`config.mk`:
```
export PLATFORM = sky130hd
export DESIGN_NAME = multiplexed_oneshot_timer_list
export DESIGN_NICKNAME = d
export VERILOG_FILES = /design/src/hdl/mtl_pkg.sv /design/src/hdl/mtl_cell.sv /design/src/hdl/multiplexed_oneshot_timer_list.sv
export SDC_FILE = /design/constraint.sdc
export NUM_CORES = 1
export LEC_CHECK = 0
export BUFFER_PORTS_ARGS = -buffer_cell sky130_fd_sc_hd__clkbuf_2
export CORE_MARGIN = 10
export CORE_UTILIZATION = 50
export CTS_BUF_LIST = sky130_fd_sc_hd__clkbuf_16
export DETAILED_ROUTE_END_ITERATION = 6
export PLACE_DENSITY = 0.67
export SLEW_MARGIN = 5
export SYNTH_ARGS = -nofsm -noshare
export SYNTH_HDL_FRONTEND = slang
export SYNTH_SLANG_ARGS = --single-unit
```
`constraint.sdc`:
```
create_clock -name clock -period 6.93 [get_ports clock]
set_input_delay 1.0395 -clock clock [delete_from_list [all_inputs] [get_ports clock]]
set_output_delay 1.0395 -clock clock [all_outputs]
set_load 0.01 [all_outputs]
```
`src/hdl/mtl_pkg.sv`:
```
// ----------------------------------------------------------------------------
// mtl_pkg
// shared types and constants of the one-shot timer list
// ----------------------------------------------------------------------------
package mtl_pkg;

   localparam int TIMER_SLOTS_DEF = 10;
   localparam int MAX_RESULTS     = 10;
   localparam int FIRE_W          = $clog2(MAX_RESULTS + 1);

   localparam logic [15:0] EMPTY_PERIOD = 16'hFFFF;
   localparam logic [15:0] RESET_PERIOD = 16'd100;

   // command codes
   localparam logic CMD_ADD    = 1'b0;
   localparam logic CMD_EXPIRE = 1'b1;

   typedef enum logic [1:0] {
      KIND_ADDED = 2'd0,
      KIND_FULL  = 2'd1,
      KIND_FIRED = 2'd2,
      KIND_NONE  = 2'd3
   } kind_type;

   typedef enum logic [2:0] {
      ST_IDLE,
      ST_ADD,
      ST_SCAN,
      ST_COMPACT,
      ST_NONE
   } state_type;

   // one timer as held in a cell
   typedef struct packed {
      logic [15:0] rem;
      logic [15:0] tag;
      logic        fire;
   } entry_type;

   // broadcast control to every cell
   typedef struct packed {
      logic      shift;
      logic      load;
      entry_type entry;
   } cell_ctl_type;

endpackage

```
`src/hdl/mtl_cell.sv`:
```
// ----------------------------------------------------------------------------
// mtl_cell
// one timer slot of the chain: holds, shifts towards the head, or loads
// ----------------------------------------------------------------------------
module mtl_cell #(
   parameter int IDX_W      = 4,
   parameter int CELL_INDEX = 0
) (
   input  logic                 clock,
   input  mtl_pkg::cell_ctl_type ctl,
   input  logic [IDX_W-1:0]     tail,
   input  mtl_pkg::entry_type   from_next,
   output mtl_pkg::entry_type   q
);
   import mtl_pkg::*;

   localparam logic [IDX_W-1:0] MY_INDEX = IDX_W'(CELL_INDEX);

   entry_type entry_ff;
   entry_type entry_in;

   always_comb begin
      entry_in = entry_ff;
      if (ctl.shift && (MY_INDEX < tail)) begin
         entry_in = from_next;
      end
      // the tail cell takes the broadcast entry
      if (ctl.load && (MY_INDEX == tail)) begin
         entry_in = ctl.entry;
      end
   end

   always_ff @(posedge clock) begin
      entry_ff <= entry_in;
   end

   assign q = entry_ff;

endmodule

```
`src/hdl/multiplexed_oneshot_timer_list.sv`:
```
// ----------------------------------------------------------------------------
// multiplexed_oneshot_timer_list
// ordered list of one-shot timers sharing one hardware period
// ----------------------------------------------------------------------------
// usage
//   req channel: one transfer per command. an add appends a timer (duration,
//   tag); an expire stands for the elapse of the current period.
//   rsp channel: one or more transfers per command, the final one with
//   rsp_last set. every result carries the period and timer count that hold
//   once the whole command is done.
//   an add loads its result into the result register once that is free.
//   an expire rotates the chain twice: a scan pass that subtracts the
//   period, marks fired timers and finds the new minimum, then a
//   compaction pass that drops fired timers and sends their results. both
//   passes take one head cell per cycle; a fired head waits while the
//   receiver stalls. when nothing fires, one nothing-fired result follows.
//   req_ready is high only while idle: one command is in flight at a time.
//   the result register holds a finished result while rsp_ready is low.
//   reset empties the list and sets the period to 100 ms; there is no
//   clearing pass, slot contents are only read below the timer count.
// ----------------------------------------------------------------------------
module multiplexed_oneshot_timer_list #(
   parameter int TIMER_SLOTS = mtl_pkg::TIMER_SLOTS_DEF
) (
   input  logic        clock,
   input  logic        reset,
   input  logic        req_valid,
   output logic        req_ready,
   input  logic        req_cmd,
   input  logic [15:0] req_duration_ms,
   input  logic [15:0] req_tag,
   output logic        rsp_valid,
   input  logic        rsp_ready,
   output logic [1:0]  rsp_kind,
   output logic [3:0]  rsp_slot,
   output logic [15:0] rsp_fired_tag,
   output logic [15:0] rsp_next_period_ms,
   output logic [3:0]  rsp_active_count,
   output logic        rsp_last
);
   import mtl_pkg::*;

   localparam int IDX_W = (TIMER_SLOTS > 1) ? $clog2(TIMER_SLOTS) : 1;
   localparam int CNT_W = $clog2(TIMER_SLOTS + 1);
   localparam logic [CNT_W-1:0]  SLOTS_CNT = CNT_W'(TIMER_SLOTS);
   localparam logic [FIRE_W-1:0] MAX_FIRE  = FIRE_W'(MAX_RESULTS);

   // control state
   state_type         state_ff, state_in;
   logic [CNT_W-1:0]  count_ff, count_in;
   logic [15:0]       period_ff, period_in;
   logic [CNT_W-1:0]  step_ff, step_in;
   logic [CNT_W-1:0]  cnt_ff, cnt_in;      // count at the start of an expire
   logic [CNT_W-1:0]  ring_ff, ring_in;    // live length of the rotating list
   logic [FIRE_W-1:0] nf_ff, nf_in;        // timers marked to fire
   logic [FIRE_W-1:0] left_ff, left_in;    // fire results still to send
   logic              rsp_valid_ff, rsp_valid_in;

   // payload
   logic [15:0]       min_ff, min_in;
   logic [15:0]       dur_ff, dur_in;
   logic [15:0]       tag_ff, tag_in;
   kind_type          kind_ff, kind_in;
   logic [3:0]        slot_ff, slot_in;
   logic [15:0]       ftag_ff, ftag_in;
   logic [15:0]       per_ff, per_in;
   logic [3:0]        act_ff, act_in;
   logic              last_ff, last_in;

   // chain
   entry_type         cell_q    [TIMER_SLOTS];
   entry_type         cell_next [TIMER_SLOTS];
   cell_ctl_type      cell_ctl;
   logic [IDX_W-1:0]  cell_tail;

   // head of the chain and per-cycle decisions
   entry_type         head;
   logic [15:0]       sub_rem;
   logic              scan_fire;
   logic              scan_active;
   logic              scan_done;
   logic              comp_active;
   logic              comp_done;
   logic              comp_go;
   logic              out_free;
   logic              req_xfer;
   logic              add_ok;
   logic              add_go;
   logic [15:0]       add_period;
   logic              rsp_load;

   assign head      = cell_q[0];
   assign sub_rem   = (head.rem >= period_ff) ? (head.rem - period_ff) : 16'd0;
   assign scan_fire = (sub_rem == 16'd0) && (nf_ff < MAX_FIRE);
   assign out_free  = !rsp_valid_ff || rsp_ready;
   assign req_xfer  = req_valid && req_ready;
   assign add_ok    = count_ff < SLOTS_CNT;
   assign add_period = ((count_ff == '0) || (dur_ff < period_ff)) ? dur_ff : period_ff;

   assign scan_active = (state_ff == ST_SCAN) && (step_ff < cnt_ff);
   assign scan_done   = (state_ff == ST_SCAN) && (step_ff == cnt_ff);
   assign comp_active = (state_ff == ST_COMPACT) && (step_ff < cnt_ff);
   assign comp_done   = (state_ff == ST_COMPACT) && (step_ff == cnt_ff);
   // a fired head only leaves once its result has somewhere to go
   assign comp_go     = comp_active && (!head.fire || out_free);
   assign add_go      = (state_ff == ST_ADD) && out_free;

   // ------------------------------------------------------------------------
   // next state
   // ------------------------------------------------------------------------
   always_comb begin
      state_in = state_ff;
      case (state_ff)
         ST_IDLE: begin
            if (req_xfer) begin
               state_in = (req_cmd == CMD_ADD) ? ST_ADD : ST_SCAN;
            end
         end
         ST_ADD: begin
            if (out_free) begin
               state_in = ST_IDLE;
            end
         end
         ST_SCAN: begin
            if (scan_done) begin
               state_in = ST_COMPACT;
            end
         end
         ST_COMPACT: begin
            if (comp_done) begin
               state_in = (nf_ff == '0) ? ST_NONE : ST_IDLE;
            end
         end
         ST_NONE: begin
            if (out_free) begin
               state_in = ST_IDLE;
            end
         end
         default: begin
            state_in = ST_IDLE;
         end
      endcase
   end

   // ------------------------------------------------------------------------
   // outputs: chain control and result register load
   // ------------------------------------------------------------------------
   always_comb begin
      req_ready      = 1'b0;
      cell_ctl.shift = 1'b0;
      cell_ctl.load  = 1'b0;
      cell_ctl.entry = head;
      cell_tail      = '0;
      rsp_load       = 1'b0;
      kind_in        = kind_ff;
      slot_in        = slot_ff;
      ftag_in        = ftag_ff;
      per_in         = per_ff;
      act_in         = act_ff;
      last_in        = last_ff;
      case (state_ff)
         ST_IDLE: begin
            req_ready = 1'b1;
         end
         ST_ADD: begin
            // append at the first free slot
            cell_ctl.load  = add_go && add_ok;
            cell_ctl.entry = '{rem: dur_ff, tag: tag_ff, fire: 1'b0};
            cell_tail      = IDX_W'(count_ff);
            rsp_load       = add_go;
            kind_in        = add_ok ? KIND_ADDED : KIND_FULL;
            slot_in        = add_ok ? 4'(count_ff) : 4'd0;
            ftag_in        = 16'd0;
            per_in         = add_ok ? add_period : period_ff;
            act_in         = add_ok ? 4'(count_ff + CNT_W'(1)) : 4'(count_ff);
            last_in        = 1'b1;
         end
         ST_SCAN: begin
            // rotate once round the list, head re-enters at the tail updated
            cell_ctl.shift = scan_active;
            cell_ctl.load  = scan_active;
            cell_ctl.entry = '{rem: sub_rem, tag: head.tag, fire: scan_fire};
            cell_tail      = IDX_W'(cnt_ff - CNT_W'(1));
         end
         ST_COMPACT: begin
            // kept timers go back to the tail, fired ones leave the ring
            cell_ctl.shift = comp_go;
            cell_ctl.load  = comp_go && !head.fire;
            cell_ctl.entry = head;
            cell_tail      = IDX_W'(ring_ff - CNT_W'(1));
            rsp_load       = comp_active && head.fire && out_free;
            kind_in        = KIND_FIRED;
            slot_in        = 4'(step_ff);
            ftag_in        = head.tag;
            per_in         = period_ff;
            act_in         = 4'(count_ff);
            last_in        = (left_ff == FIRE_W'(1));
         end
         ST_NONE: begin
            rsp_load = out_free;
            kind_in  = KIND_NONE;
            slot_in  = 4'd0;
            ftag_in  = 16'd0;
            per_in   = period_ff;
            act_in   = 4'(count_ff);
            last_in  = 1'b1;
         end
         default: begin
            req_ready = 1'b0;
         end
      endcase
   end

   // ------------------------------------------------------------------------
   // list bookkeeping
   // ------------------------------------------------------------------------
   always_comb begin
      count_in  = count_ff;
      period_in = period_ff;
      step_in   = step_ff;
      cnt_in    = cnt_ff;
      ring_in   = ring_ff;
      nf_in     = nf_ff;
      left_in   = left_ff;
      min_in    = min_ff;
      dur_in    = dur_ff;
      tag_in    = tag_ff;

      if (req_xfer) begin
         dur_in  = req_duration_ms;
         tag_in  = req_tag;
         step_in = '0;
         cnt_in  = count_ff;
         ring_in = count_ff;
         nf_in   = '0;
         min_in  = EMPTY_PERIOD;
      end

      if (add_go && add_ok) begin
         count_in  = count_ff + CNT_W'(1);
         period_in = add_period;
      end

      if (scan_active) begin
         step_in = step_ff + CNT_W'(1);
         if (scan_fire) begin
            nf_in = nf_ff + FIRE_W'(1);
         end else if (sub_rem < min_in) begin
            min_in = sub_rem;
         end
      end

      // period and count are final once the scan is through
      if (scan_done) begin
         period_in = min_ff;
         count_in  = cnt_ff - CNT_W'(nf_ff);
         step_in   = '0;
         left_in   = nf_ff;
      end

      if (comp_go) begin
         step_in = step_ff + CNT_W'(1);
         if (head.fire) begin
            ring_in = ring_ff - CNT_W'(1);
            left_in = left_ff - FIRE_W'(1);
         end
      end
   end

   always_comb begin
      rsp_valid_in = rsp_valid_ff;
      if (rsp_load) begin
         rsp_valid_in = 1'b1;
      end else if (rsp_ready) begin
         rsp_valid_in = 1'b0;
      end
   end

   // ------------------------------------------------------------------------
   // registers
   // ------------------------------------------------------------------------
   always_ff @(posedge clock) begin
      if (reset) begin
         state_ff     <= ST_IDLE;
         count_ff     <= '0;
         period_ff    <= RESET_PERIOD;
         step_ff      <= '0;
         cnt_ff       <= '0;
         ring_ff      <= '0;
         nf_ff        <= '0;
         left_ff      <= '0;
         rsp_valid_ff <= 1'b0;
      end else begin
         state_ff     <= state_in;
         count_ff     <= count_in;
         period_ff    <= period_in;
         step_ff      <= step_in;
         cnt_ff       <= cnt_in;
         ring_ff      <= ring_in;
         nf_ff        <= nf_in;
         left_ff      <= left_in;
         rsp_valid_ff <= rsp_valid_in;
      end
   end

   always_ff @(posedge clock) begin
      min_ff <= min_in;
      dur_ff <= dur_in;
      tag_ff <= tag_in;
   end

   always_ff @(posedge clock) begin
      if (rsp_load) begin
         kind_ff <= kind_in;
         slot_ff <= slot_in;
         ftag_ff <= ftag_in;
         per_ff  <= per_in;
         act_ff  <= act_in;
         last_ff <= last_in;
      end
   end

   // ------------------------------------------------------------------------
   // chain of timer cells, cell 0 is the head
   // ------------------------------------------------------------------------
   for (genvar g = 0; g < TIMER_SLOTS; g++) begin : g_cell
      if (g == TIMER_SLOTS - 1) begin : g_end
         assign cell_next[g] = '0;
      end else begin : g_mid
         assign cell_next[g] = cell_q[g + 1];
      end

      mtl_cell #(
         .IDX_W      (IDX_W),
         .CELL_INDEX (g)
      ) u_cell (
         .clock     (clock),
         .ctl       (cell_ctl),
         .tail      (cell_tail),
         .from_next (cell_next[g]),
         .q         (cell_q[g])
      );
   end

   assign rsp_valid          = rsp_valid_ff;
   assign rsp_kind           = kind_ff;
   assign rsp_slot           = slot_ff;
   assign rsp_fired_tag      = ftag_ff;
   assign rsp_next_period_ms = per_ff;
   assign rsp_active_count   = act_ff;
   assign rsp_last           = last_ff;

endmodule

```
==> metrics.cfg <==
[global_routing]
grt_max_degree=68
grt_pass1_wl_mm=75.9
track_usage_pct=18.7
antenna_found_initial=0
grt_pass1_vias=13500
overflow=0

[synthesis]
synth_nets=2018
synth_commonest_cells=405 x edfxtp_1, 382 x nand2_1, 342 x o21ai_0
yosysMostFrequentCell=edfxtp_1
synth-adder-area-share_pct=3.92
synth_top_cell_by_area=edfxtp_1
postSynthCellCount=1916
synthArstFlopShare_pct=0
ys_types=63
synth_xor_xnor_area_share_pct=0.747
yosys.area_share.simple_pct=12.6
ys_seq_area_share_pct=63.3
avgSynthCellArea_sq_um=11.0
ys_top_cells_by_area=edfxtp_1 58%, o21ai_0 8.1%, nand2_1 6.8%, dfxtp_1 5.7%, ha_1 3.7%
synthMuxAreaShare_pct=2.41
synth_edf_count=405
synth_flop_cell=edfxtp_1
synth_compound_area_share_pct=14.1
syn_area_sq_um=21100
yosysWarningCount=0
synth_top_cell_area_share_pct=57.6
synth_top_family_by_area=compound AO/OA/AOI/OAI gates
synth_seq_cells=465

[placement]
io_buffers=81
finalWeightedCongestion=0.879
dp_hpwl_mm=32.7

[worst_setup_path]
rr_startpoint=g_cell[0].u_cell.q[17]
cp_data_required_time_ns=7.44
startpoint_type=flip-flop
cp-end-kind=flip-flop
path_max_fanout=16
r2r_cells=19
critPathArrivalTime_ns=5.54
startpoint=g_cell[0].u_cell.q[17]
path_class=reg2reg

[clock_tree]
clk_latency_ns=0.59
postCtsSetupBuffers=0
cts_buffers=48
root_buffer=clkbuf_16
htree_levels=2
holdBufCountCts=0
cts_resized=0
cts_tree=built
cts_buffer_depth=3
clk_pin_slew_ns=0.06
clock-sinks=465

[sta]
fin_skew_ns=0.0163
max_slew.worst_pin.slew_ns=1.17
fin_hold_ws_ns=0.470
hold_violations=0
relSlewSlack_pct=21.4
grt_setup_unrepaired=false
finalCritPeriodShare_pct=72.6
slew_violations=0
setup_viol=0
fin_crit_ns=5.03
fmax_mhz=199
fin_tns_setup_ns=0

[cells_and_area]
nNetsFinal=2061
finalCoreUtilization_pct=56.3
drive_gt1_share_pct=10.2
n_antenna_cell=0
area_growth_pct=11.7

[drt]
drc=0
wirelength_mm=47.3
via_per_inst=5.59
drt-wirelength-per-cell_um=18.7
drtPass1Iterations=5
via_count=14200
drt_iter0_markers=1175
drt.antenna.violating_nets=0

[pwr]
clock_power_share_pct=29.5
peakVddDrop_mv=0.196
p_leak_nw=9.13
seqPwrFrac_pct=41.3
p_int_mw=5.73
p_sw_mw=2.98
powerDensity_nw_per_um2=369
finalPower_mw=8.70
p_comb_share_pct=29.2
swShare_pct=34.2

[status]
status=finished, final reports clean

[min_path]
min_from=period_ff[4]
hold_depth=2
min_path_type=reg2reg

[job]
drv_cap=0

[die]
coreArea_sq_um=41900
die-area_sq_um=50900
rows=75
start_util_pct=50.5
die_y_um=226
die_x_um=226
ios=82

==> power by group through the flow <==
stage               clock network, mW  logic, mW  registers [mW]
floorplan                           0       1.71            3.62
global placement                    0       2.50            3.64
detailed placement                  0       2.54            3.65
CTS                              2.63       2.55            3.59
global route                     2.73       2.86            3.63
finish                           2.57       2.55            3.59
==> cell families after synthesis <==
kind of cell	after synthesis
AOI/OAI and AO/OA	532
xor gates and xnor gates	18
adders and majority gates	65
buffers and inverters	160
DFF	465
muxes	49
and+or+nand+nor	627
==> final cells by class <==
class                           instances  area [sq um]
Fill cell                            3548         18300
Sequential cell                       465         13400
Multi-Input combinational cell       1291          7230
Clock buffer                           49          1230
Tap cell                              539           674
Timing Repair Buffer                   98           533
Clock inverter                         38           350
Inverter                               55           206
==> registers in the layout, summed over array words and instances, names as in the netlist, 16 cells and up <==
name and count:
rsp_fired_tag 16, min_ff 16, dur_ff 16, rsp_next_period_ms 16
tag_ff 16, g_cell.u_cell.q 330, period_ff 16
==> worst max-delay path: stages (launching register included) <==
cell and delay [ns]:
edfxtp_1 0.38, inv_1 0.07, ha_1 0.16, inv_1 0.07
fa_1 0.40, and3_1 0.20, nor2_1 0.28, a2111oi_4 0.14
a211oi_2 0.55, a311o_1 0.33, inv_1 0.07, ha_1 0.29
nand4_1 0.13, nor4_1 0.32, o21ai_0 0.16, nand2_1 0.09
nor3_1 0.04, o21ai_0 0.08, a311o_1 0.88, mux2i_1 0.28
==> per-layer routing <==
metal / GRT usage, % / vias to the layer above / share of wire, %
met2: 29.5 / 324 / 46
met3: 2.97 / 71 / 5.2
met4: 5.80 / 0 / 2.3
met5: 0 / - / 0
met1: 25.9 / 6779 / 47
li1: - / 7009 / -
==> stage by stage <==
| step | std cells | setup WS (ns) | area (sq um) |
|---|---|---|---|
| after floorplan | 1916 | 1.84 | 21100 |
| after global placement | 2448 | 2.11 | 22000 |
| after detailed placement | 2448 | 1.93 | 22000 |
| after CTS | 2535 | 1.91 | 23600 |
| after global routing | 2535 | 1.51 | 23600 |
| final | 2535 | 1.90 | 23600 |
==> final timing paths <==
path | to | slack [ns]
worst max-delay path | min_ff[8] | 1.90
worst min-delay path | period_ff[4] | 0.47
worst max register to register | min_ff[8] | 1.90
worst min register to register | period_ff[4] | 0.47
==> cell usage in the layout, fill, tap and decap left out, types with 10 or more instances in the layout <==
cell type / instances
clkbuf_2: 81
and2_1: 11
ha_1: 63
edfxtp_1: 405
buf_4: 17
o21ai_0: 338
a21o_1: 19
a22oi_1: 17
nand2_1: 373
a21oi_1: 77
nor2b_1: 21
inv_1: 70
nor2_1: 121
dfxtp_1: 60
nor3_1: 19
mux2i_1: 34
nand2b_1: 10
nand3_1: 14
mux2_2: 15
o22ai_1: 17
clkbuf_16: 49
Power figures use the tool's default switching activity.
